`src/hdl/bmp_blit_pkg.sv`:
```
// Shared constants and types for the BMP stream to framebuffer blit unit.
package bmp_blit_pkg;

   localparam int HEADER_BYTES     = 54;
   localparam int WIDTH_FIRST      = 18;
   localparam int WIDTH_LAST       = 21;
   localparam int HEIGHT_FIRST     = 22;
   localparam int HEIGHT_LAST      = 25;

   localparam int SCREEN_WIDTH_DEF  = 800;
   localparam int SCREEN_HEIGHT_DEF = 480;

   localparam int BYTE_W      = 8;
   localparam int HDR_CNT_W   = 6;
   localparam int DIM_W       = 32;
   localparam int OFFSET_W    = 12;
   localparam int COORD_W     = 12;
   localparam int ADDR_W      = 19;
   localparam int COLOR_W     = 24;
   localparam int CSR_INDEX_W = 1;
   localparam int CSR_DATA_W  = 12;

   typedef enum logic [CSR_INDEX_W-1:0] {
      CSR_OFFSET_X = 1'b0,
      CSR_OFFSET_Y = 1'b1
   } csr_index_type;

   // Pixel captured on its red byte, before placement on the screen
   typedef struct packed {
      logic [COLOR_W-1:0] color;
      logic [DIM_W-1:0]   column;
      logic [DIM_W-1:0]   rows_left;
   } pixel_type;

   // Pixel known to be on screen, with its screen coordinates
   typedef struct packed {
      logic [COLOR_W-1:0] color;
      logic [COORD_W-1:0] row;
      logic [COORD_W-1:0] col;
   } placed_type;

endpackage

```
`src/hdl/bmp_blit_if.sv`:
```
// Channel interfaces for the BMP stream to framebuffer blit unit.
interface bmp_blit_req_if;
   logic                              valid;
   logic                              ready;
   logic [bmp_blit_pkg::BYTE_W-1:0]   data_byte;
   logic                              new_file;

   modport source (output valid, data_byte, new_file, input ready);
   modport sink   (input valid, data_byte, new_file, output ready);
endinterface

interface bmp_blit_rsp_if;
   logic                              valid;
   logic                              ready;
   logic [bmp_blit_pkg::ADDR_W-1:0]   fb_address;
   logic [bmp_blit_pkg::COLOR_W-1:0]  pixel_color;

   modport source (output valid, fb_address, pixel_color, input ready);
   modport sink   (input valid, fb_address, pixel_color, output ready);
endinterface

interface bmp_blit_csr_if;
   logic                                 valid;
   logic                                 ready;
   logic [bmp_blit_pkg::CSR_INDEX_W-1:0] index;
   logic [bmp_blit_pkg::CSR_DATA_W-1:0]  data;

   modport source (output valid, index, data, input ready);
   modport sink   (input valid, index, data, output ready);
endinterface

```
`src/hdl/bmp_stream_to_framebuffer_blit_unit.sv`:
```
// A pixel passes from the transfer of its red byte through the capture, placement
// check and address multiply registers, in that order, before it leaves.
// Throughput: one file byte per cycle; req ready falls only while the output
// register holds a result that is not taken and the stages behind it are full.
// Reset (synchronous): offsets go to zero, pipeline empties, and bytes are
// dropped until a transfer with new_file set starts a file.
module bmp_stream_to_framebuffer_blit_unit #(
   parameter int SCREEN_WIDTH  = bmp_blit_pkg::SCREEN_WIDTH_DEF,
   parameter int SCREEN_HEIGHT = bmp_blit_pkg::SCREEN_HEIGHT_DEF
) (
   input  logic              clock,
   input  logic              reset,
   bmp_blit_req_if.sink      req_ch,
   bmp_blit_rsp_if.source    rsp_ch,
   bmp_blit_csr_if.sink      csr_ch
);

   localparam int DW = bmp_blit_pkg::DIM_W;
   localparam int CW = bmp_blit_pkg::COORD_W;
   localparam int OW = bmp_blit_pkg::OFFSET_W;
   localparam int SW = DW + 2;
   localparam int PW = 2 * CW + 1;
   localparam logic signed [SW-1:0] ScreenHeightS = SW'(SCREEN_HEIGHT);
   localparam logic signed [SW-1:0] ScreenWidthS  = SW'(SCREEN_WIDTH);
   localparam logic [PW-1:0]        ScreenWidthP  = PW'(SCREEN_WIDTH);
   localparam logic [bmp_blit_pkg::HDR_CNT_W-1:0] HdrEnd =
      bmp_blit_pkg::HDR_CNT_W'(bmp_blit_pkg::HEADER_BYTES);
   localparam logic [bmp_blit_pkg::HDR_CNT_W-1:0] HdrLast =
      bmp_blit_pkg::HDR_CNT_W'(bmp_blit_pkg::HEADER_BYTES - 1);

   typedef enum logic [1:0] {
      PH_BLUE,
      PH_GREEN,
      PH_RED
   } phase_type;

   // configuration
   logic signed [OW-1:0] offset_x_ff, offset_y_ff;

   // parse state
   logic [bmp_blit_pkg::HDR_CNT_W-1:0] hdr_cnt_ff, hdr_cnt_in;
   logic [DW-1:0]  width_ff, width_in;
   logic [DW-1:0]  height_ff, height_in;
   logic [DW-1:0]  column_ff, column_in;
   logic [DW-1:0]  rows_left_ff, rows_left_in;
   phase_type      phase_ff, phase_in;
   logic [15:0]    partial_ff, partial_in;
   logic           done_ff, done_in;

   // pipeline
   logic                      s1_v_ff, s1_v_in;
   bmp_blit_pkg::pixel_type   s1_ff, s1_in;
   logic                      s2_v_ff, s2_v_in;
   bmp_blit_pkg::placed_type  s2_ff, s2_in;
   logic                      out_v_ff, out_v_in;
   logic [bmp_blit_pkg::ADDR_W-1:0]  addr_ff, addr_in;
   logic [bmp_blit_pkg::COLOR_W-1:0] color_ff, color_in;

   logic req_fire, s1_adv, s2_adv, s1_push;
   logic [bmp_blit_pkg::HDR_CNT_W-1:0] hdr_eff;
   logic done_eff, hdr_bad;
   logic signed [SW-1:0] scr_row, scr_col;
   logic on_screen;
   logic [PW-1:0] addr_full;

   // handshake chain: each stage moves when the one ahead is empty or moving
   assign s2_adv       = !out_v_ff || rsp_ch.ready;
   assign s1_adv       = !s2_v_ff || s2_adv;
   assign req_ch.ready = !s1_v_ff || s1_adv;
   assign req_fire     = req_ch.valid && req_ch.ready;
   assign csr_ch.ready = 1'b1;

   // byte parser
   assign hdr_eff  = req_ch.new_file ? '0 : hdr_cnt_ff;
   assign done_eff = req_ch.new_file ? 1'b0 : done_ff;
   assign hdr_bad  = width_ff[DW-1] || (width_ff == '0) ||
                     height_ff[DW-1] || (height_ff == '0);

   always_comb begin
      hdr_cnt_in   = hdr_cnt_ff;
      width_in     = width_ff;
      height_in    = height_ff;
      column_in    = column_ff;
      rows_left_in = rows_left_ff;
      phase_in     = phase_ff;
      partial_in   = partial_ff;
      done_in      = done_ff;
      s1_push      = 1'b0;
      s1_in        = s1_ff;
      if (req_fire) begin
         hdr_cnt_in = hdr_eff;
         done_in    = done_eff;
         if (req_ch.new_file) begin
            width_in  = '0;
            height_in = '0;
         end
         if (!done_eff) begin
            if (hdr_eff != HdrEnd) begin
               if (hdr_eff >= bmp_blit_pkg::HDR_CNT_W'(bmp_blit_pkg::WIDTH_FIRST) &&
                   hdr_eff <= bmp_blit_pkg::HDR_CNT_W'(bmp_blit_pkg::WIDTH_LAST)) begin
                  width_in = {req_ch.data_byte, width_ff[DW-1:8]};
               end else if (hdr_eff >= bmp_blit_pkg::HDR_CNT_W'(bmp_blit_pkg::HEIGHT_FIRST) &&
                            hdr_eff <= bmp_blit_pkg::HDR_CNT_W'(bmp_blit_pkg::HEIGHT_LAST)) begin
                  height_in = {req_ch.data_byte, height_ff[DW-1:8]};
               end
               hdr_cnt_in = hdr_eff + 1'b1;
               if (hdr_eff == HdrLast) begin
                  done_in      = hdr_bad;
                  column_in    = '0;
                  rows_left_in = height_ff - 1'b1;
                  phase_in     = PH_BLUE;
               end
            end else begin
               unique case (phase_ff)
                  PH_BLUE: begin
                     partial_in = {8'h00, req_ch.data_byte};
                     phase_in   = PH_GREEN;
                  end
                  PH_GREEN: begin
                     partial_in = {req_ch.data_byte, partial_ff[7:0]};
                     phase_in   = PH_RED;
                  end
                  default: begin
                     s1_push         = 1'b1;
                     s1_in.color     = {req_ch.data_byte, partial_ff};
                     s1_in.column    = column_ff;
                     s1_in.rows_left = rows_left_ff;
                     partial_in      = '0;
                     phase_in        = PH_BLUE;
                     // advance column; wrap into the next row up the screen
                     if (column_ff + 1'b1 == width_ff) begin
                        column_in = '0;
                        if (rows_left_ff == '0) begin
                           done_in = 1'b1;
                        end else begin
                           rows_left_in = rows_left_ff - 1'b1;
                        end
                     end else begin
                        column_in = column_ff + 1'b1;
                     end
                  end
               endcase
            end
         end
      end
   end

   // placement check
   assign scr_row   = $signed({2'b00, s1_ff.rows_left}) + SW'(offset_y_ff);
   assign scr_col   = $signed({2'b00, s1_ff.column}) + SW'(offset_x_ff);
   assign on_screen = !scr_row[SW-1] && (scr_row < ScreenHeightS) &&
                      !scr_col[SW-1] && (scr_col < ScreenWidthS);

   always_comb begin
      s1_v_in = s1_v_ff;
      if (s1_adv) begin
         s1_v_in = 1'b0;
      end
      if (s1_push) begin
         s1_v_in = 1'b1;
      end
      s2_v_in = s2_v_ff;
      s2_in   = s2_ff;
      if (s1_adv) begin
         s2_v_in     = s1_v_ff && on_screen;
         s2_in.color = s1_ff.color;
         s2_in.row   = scr_row[CW-1:0];
         s2_in.col   = scr_col[CW-1:0];
      end
   end

   // address: row * screen width + column, low bits kept
   assign addr_full = PW'(s2_ff.row) * ScreenWidthP + PW'(s2_ff.col);

   always_comb begin
      out_v_in = out_v_ff;
      addr_in  = addr_ff;
      color_in = color_ff;
      if (s2_adv) begin
         out_v_in = s2_v_ff;
         addr_in  = addr_full[bmp_blit_pkg::ADDR_W-1:0];
         color_in = s2_ff.color;
      end
   end

   assign rsp_ch.valid       = out_v_ff;
   assign rsp_ch.fb_address  = addr_ff;
   assign rsp_ch.pixel_color = color_ff;

   always_ff @(posedge clock) begin
      if (reset) begin
         offset_x_ff  <= '0;
         offset_y_ff  <= '0;
         hdr_cnt_ff   <= '0;
         width_ff     <= '0;
         height_ff    <= '0;
         column_ff    <= '0;
         rows_left_ff <= '0;
         phase_ff     <= PH_BLUE;
         done_ff      <= 1'b1;
         s1_v_ff      <= 1'b0;
         s2_v_ff      <= 1'b0;
         out_v_ff     <= 1'b0;
      end else begin
         if (csr_ch.valid && csr_ch.ready) begin
            unique case (csr_ch.index)
               bmp_blit_pkg::CSR_OFFSET_X: offset_x_ff <= $signed(csr_ch.data[OW-1:0]);
               bmp_blit_pkg::CSR_OFFSET_Y: offset_y_ff <= $signed(csr_ch.data[OW-1:0]);
               default: ;
            endcase
         end
         hdr_cnt_ff   <= hdr_cnt_in;
         width_ff     <= width_in;
         height_ff    <= height_in;
         column_ff    <= column_in;
         rows_left_ff <= rows_left_in;
         phase_ff     <= phase_in;
         done_ff      <= done_in;
         s1_v_ff      <= s1_v_in;
         s2_v_ff      <= s2_v_in;
         out_v_ff     <= out_v_in;
      end
   end

   always_ff @(posedge clock) begin
      partial_ff <= partial_in;
      s1_ff      <= s1_in;
      s2_ff      <= s2_in;
      addr_ff    <= addr_in;
      color_ff   <= color_in;
   end

   a_hdr_bound: assert property (@(posedge clock) disable iff (reset)
      hdr_cnt_ff <= HdrEnd)
      else $error("header count past end of header");

   a_new_file_restart: assert property (@(posedge clock) disable iff (reset)
      (req_fire && req_ch.new_file) |=> (!done_ff && hdr_cnt_ff == 1))
      else $error("new file did not restart parsing");

   a_placed_on_screen: assert property (@(posedge clock) disable iff (reset)
      s2_v_ff |-> (32'(s2_ff.row) < 32'(SCREEN_HEIGHT) &&
                   32'(s2_ff.col) < 32'(SCREEN_WIDTH)))
      else $error("off-screen pixel reached the address stage");

   a_stall_source: assert property (@(posedge clock) disable iff (reset)
      !req_ch.ready |-> (rsp_ch.valid && !rsp_ch.ready))
      else $error("input stalled without output backpressure");

   a_red_push: assert property (@(posedge clock) disable iff (reset)
      s1_push |=> (s1_v_ff && phase_ff == PH_BLUE))
      else $error("captured pixel lost or phase not rewound");

endmodule
```
`src/flat_wrapper.sv`:
```
// flat-port wrapper written by rule: the top's interface ports become plain ports
module bmp_stream_to_framebuffer_blit_unit_flat 
#(
   parameter int SCREEN_WIDTH  = bmp_blit_pkg::SCREEN_WIDTH_DEF,
   parameter int SCREEN_HEIGHT = bmp_blit_pkg::SCREEN_HEIGHT_DEF
)
  (clock, reset, req_ch_valid, req_ch_data_byte, req_ch_new_file, req_ch_ready, rsp_ch_valid, rsp_ch_fb_address, rsp_ch_pixel_color, rsp_ch_ready, csr_ch_valid, csr_ch_index, csr_ch_data, csr_ch_ready);
  bmp_blit_req_if req_ch_i ();
  bmp_blit_rsp_if rsp_ch_i ();
  bmp_blit_csr_if csr_ch_i ();
  input  logic clock;
  input  logic reset;
  input wire logic [$bits(req_ch_i.valid)-1:0] req_ch_valid;
  input wire logic [$bits(req_ch_i.data_byte)-1:0] req_ch_data_byte;
  input wire logic [$bits(req_ch_i.new_file)-1:0] req_ch_new_file;
  output wire logic [$bits(req_ch_i.ready)-1:0] req_ch_ready;
  output wire logic [$bits(rsp_ch_i.valid)-1:0] rsp_ch_valid;
  output wire logic [$bits(rsp_ch_i.fb_address)-1:0] rsp_ch_fb_address;
  output wire logic [$bits(rsp_ch_i.pixel_color)-1:0] rsp_ch_pixel_color;
  input wire logic [$bits(rsp_ch_i.ready)-1:0] rsp_ch_ready;
  input wire logic [$bits(csr_ch_i.valid)-1:0] csr_ch_valid;
  input wire logic [$bits(csr_ch_i.index)-1:0] csr_ch_index;
  input wire logic [$bits(csr_ch_i.data)-1:0] csr_ch_data;
  output wire logic [$bits(csr_ch_i.ready)-1:0] csr_ch_ready;
  assign req_ch_i.valid = req_ch_valid;
  assign req_ch_i.data_byte = req_ch_data_byte;
  assign req_ch_i.new_file = req_ch_new_file;
  assign req_ch_ready = req_ch_i.ready;
  assign rsp_ch_valid = rsp_ch_i.valid;
  assign rsp_ch_fb_address = rsp_ch_i.fb_address;
  assign rsp_ch_pixel_color = rsp_ch_i.pixel_color;
  assign rsp_ch_i.ready = rsp_ch_ready;
  assign csr_ch_i.valid = csr_ch_valid;
  assign csr_ch_i.index = csr_ch_index;
  assign csr_ch_i.data = csr_ch_data;
  assign csr_ch_ready = csr_ch_i.ready;
  bmp_stream_to_framebuffer_blit_unit #(.SCREEN_WIDTH(SCREEN_WIDTH), .SCREEN_HEIGHT(SCREEN_HEIGHT)) u_core (.clock(clock), .reset(reset), .req_ch(req_ch_i), .rsp_ch(rsp_ch_i), .csr_ch(csr_ch_i));
endmodule
```
`config.mk`:
```
export PLATFORM = sky130hd
export DESIGN_NAME = bmp_stream_to_framebuffer_blit_unit_flat
export DESIGN_NICKNAME = d
export VERILOG_FILES = /design/src/hdl/bmp_blit_pkg.sv /design/src/hdl/bmp_blit_if.sv /design/src/hdl/bmp_stream_to_framebuffer_blit_unit.sv /design/src/flat_wrapper.sv
export SDC_FILE = /design/constraint.sdc
export NUM_CORES = 1
export LEC_CHECK = 0
export BUFFER_PORTS_ARGS = -buffer_cell sky130_fd_sc_hd__buf_2
export CAP_MARGIN = 20
export CORE_AREA = 2 2 187 189
export CTS_CLUSTER_DIAMETER = 80
export DETAILED_ROUTE_END_ITERATION = 8
export DIE_AREA = 0 0 189 191
export HOLD_SLACK_MARGIN = 0.1
export PLACE_DENSITY = 0.77
export SYNTH_ARGS = -nofsm -noshare
export SYNTH_HDL_FRONTEND = slang
export SYNTH_SLANG_ARGS = --single-unit
```
`constraint.sdc`:
```
create_clock -name clock -period 9.55 [get_ports clock]
set_clock_uncertainty 0.15 [all_clocks]
set_input_delay 1.91 -clock clock [delete_from_list [all_inputs] [get_ports clock]]
set_output_delay 1.91 -clock clock [all_outputs]
set_load 0.02 [all_outputs]
```
==> metrics <==
status=complete, no violations; storage element area=0.009139 sq mm; Post-synth EDFFs=195; H-tree depth=2; vias in the first global route=15570; Worst Path Arrival=5.62 ns; CTS tree=done; final estimated routing congestion in global placement=0.9328; # resized after CTS=0; post-synthesis register bit count=359; Final Hold Fails=0; Final Cycle Share=0.5543; multi-input logic area=0.01030 sq mm; I/O pin count=73; Starting Density=0.5910; commonest non-fill, non-tap cell in the layout=nor2_1; RSZ-0062 raised after global routing=false; hold path start=u_core.s2_ff[33]; CTS Buf Count=38; Setup-failing EPs final=0; Hold Crit Class=flip-flop to flip-flop; # diodes=0; Layout fillers=2768; syn_area_per_cell=9.511 sq um; Chip Height=191 um; Yosys cell types=80; GRT Overall Usage=0.2819; Seq/Total Area, Yosys=0.4532; grt total ovfl=0; largest fanout on the critical path=58; Post CTS Setup Buffer Count=0; max-slew violations=0; IO buf count=71; Sink Count=359; largest net degree at the start of global routing=89; maximum vdd drop=0.1139 mV; clk root buf=clkbuf_16; Post-Route WL=51030 um; layout cell share with drive strength beyond 1=0.08556; dpl hpwl=37270 um; Most used DFF post-synth=edfxtp_1; slew at the pin closest to its max-slew limit=1.030 ns; Via density=6.272; Setup CP Type=input port to flip-flop; post-synthesis instance area=0.02016 sq mm; nets@finish=2291; initial antenna violation count=1; Setup TNS=0 ns; core box area=0.03412 sq mm; Layout area overhead=9.686%; Async S/R FF share, synth=0; Period minus WS final=5.294 ns; Slew headroom=0.3109; drt wl/cell=19.41 um; Clk Latency, worst-skew pair=0.55 ns; CP required=9.87 ns; Leak Pwr=8.813 nW; crit path from=req_ch_new_file; # rows=68; die footprint=0.03610 sq mm; total power=3.289 mW; Max Fclk=188.9 MHz; Pre-antenna DRT Iters=7; power per cell area=148.7 mW/mm^2; Iter 0 DRT Violations=1394; Residual DRC=0; YS warnings=0; Max clock buf depth=3; Gate Count Post-Synth=2120; cts hold-fix bufs=0; max-cap viol count=0; Die Span X=189 um; ANT nets after route=0; CP Launch Type=input port; clock transition at the registers of the reported paths=0.06 ns; commonest non-fill, non-tap cells in the layout=nor2_1 (199), edfxtp_1 (195), nand2_1 (189); global-route wire length before repair=81530 um; post-synth net total=2266; Vias=16490; CP endpoint kind=flip-flop; r2r startpoint=u_core.column_ff[0]
## cells by family (layout without fill, tap and decap cells)
logic type | after synthesis | in the layout | synth area share
AO/OA/AOI/OAI | 567 | 567 | 0.1808
XOR/XNOR | 144 | 144 | 0.06255
AND/OR/NAND/NOR | 713 | 713 | 0.1737
adder cells (fa/ha/maj) | 119 | 119 | 0.07756
buffers and inverters | 187 | 241 | 0.03698
multiplexers | 30 | 30 | 0.01502
flip-flops | 359 | 359 | 0.4532
other | 1 | 1 | 0.0001860
## flip-flops by register name, indices dropped and copies added (netlist names)
register                   flops
u_core.column_ff              32
u_core.rsp_ch.fb_address      19
u_core.width_ff               32
u_core.phase_ff                2
u_core.rsp_ch.valid            1
u_core.offset_y_ff            12
u_core.rsp_ch.pixel_color     24
u_core.done_ff                 1
u_core.offset_x_ff            12
u_core.height_ff              32
u_core.s1_ff                  88
u_core.partial_ff             16
u_core.s2_v_ff                 1
u_core.rows_left_ff           32
u_core.s2_ff                  48
u_core.hdr_cnt_ff              6
u_core.s1_v_ff                 1
## synth_stat cells, types with 7 or more instances
cell | instances | area (sq um)
a211oi_1 | 29 | 217.7
nand4_1 | 34 | 212.7
buf_1 | 8 | 30.03
nand2_1 | 190 | 713.2
or4_1 | 12 | 90.09
o211ai_1 | 10 | 75.07
o21bai_1 | 10 | 75.07
mux2i_1 | 28 | 280.3
nor3b_1 | 10 | 75.07
a22oi_1 | 56 | 420.4
dfxtp_1 | 164 | 3283
and3_1 | 12 | 75.07
a21o_1 | 35 | 262.8
nor4_1 | 35 | 219.0
fa_1 | 10 | 200.2
or3_1 | 14 | 87.58
ha_1 | 109 | 1364
a21oi_1 | 157 | 785.8
o21a_1 | 11 | 82.58
nand3_1 | 46 | 230.2
and4_1 | 7 | 61.31
o21ai_0 | 126 | 630.6
edfxtp_1 | 195 | 5856
nand2b_1 | 18 | 112.6
xnor2_1 | 85 | 744.5
a32oi_1 | 15 | 131.4
nor3_1 | 55 | 275.3
nor2_1 | 199 | 747.0
o22ai_1 | 17 | 106.4
nor2b_1 | 21 | 131.4
clkbuf_1 | 79 | 296.5
o41ai_1 | 8 | 70.07
o31ai_1 | 22 | 165.2
buf_2 | 13 | 65.06
and2_1 | 32 | 200.2
xor2_1 | 59 | 516.8
or2_2 | 7 | 43.79
inv_1 | 81 | 304.0
a31oi_1 | 13 | 81.33
## power by group
group	internal [mW]	switching (mW)	leakage, nW
clock network	0.832	0.622	0.606
logic	0.0633	0.124	4.85
registers	1.64	0.00954	3.36
## cell type report
type / count / area share
clock buffer: 50 / 0.04684
clock inverter: 19 / 0.009334
inverter: 81 / 0.01380
multi-input combinational: 1574 / 0.4659
sequential: 359 / 0.4132
tap: 455 / 0.02574
timing repair buffer: 91 / 0.02523
## routing by layer
layer	wire (um)	GRT usage	up-vias
met3	3727	0.04186	163
li1	-	-	7878
met1	21690	0.3742	7780
met4	2369	0.1307	0
met5	0	0	-
met2	23240	0.4566	667
## critical path, stage by stage
cell and delay [ns]:
buf_2 0.18, nand2b_1 0.21, inv_1 0.14, ha_1 0.23
and3_2 0.27, buf_4 0.54, nand2_1 0.10, a21oi_1 0.33
nand2_1 0.19, or3_1 0.52, a2111oi_2 0.51, a21oi_1 0.13
a41o_1 0.22, a21oi_1 0.13
## per-stage QoR
stage          area, sq um  worst slack [ns]  hold slack (ns)    util  cells
2_1_floorplan        20160             2.901           0.2503       -   2120
3_3_place_gp         20790             3.857           0.2505  0.6093   2555
3_5_place_dp         20790             3.767           0.2545  0.6093   2555
4_1_cts              22030             4.332           0.2643  0.6457   2624
5_1_grt              22120             4.000           0.2645  0.6483   2629
6_report             22120             4.256           0.2639  0.6483   2629
## path summary, 6_finish.rpt
path,endpoint,slack (ns),cells after the start
worst min register to register,u_core.rsp_ch.pixel_color[9],0.26,0
worst max-delay path,u_core.rows_left_ff[28],4.26,14
worst max register to register,u_core.rows_left_ff[8],4.63,12
worst min-delay path,u_core.rsp_ch.pixel_color[9],0.26,0
No activity file was read; power rests on OpenSTA's default activity.
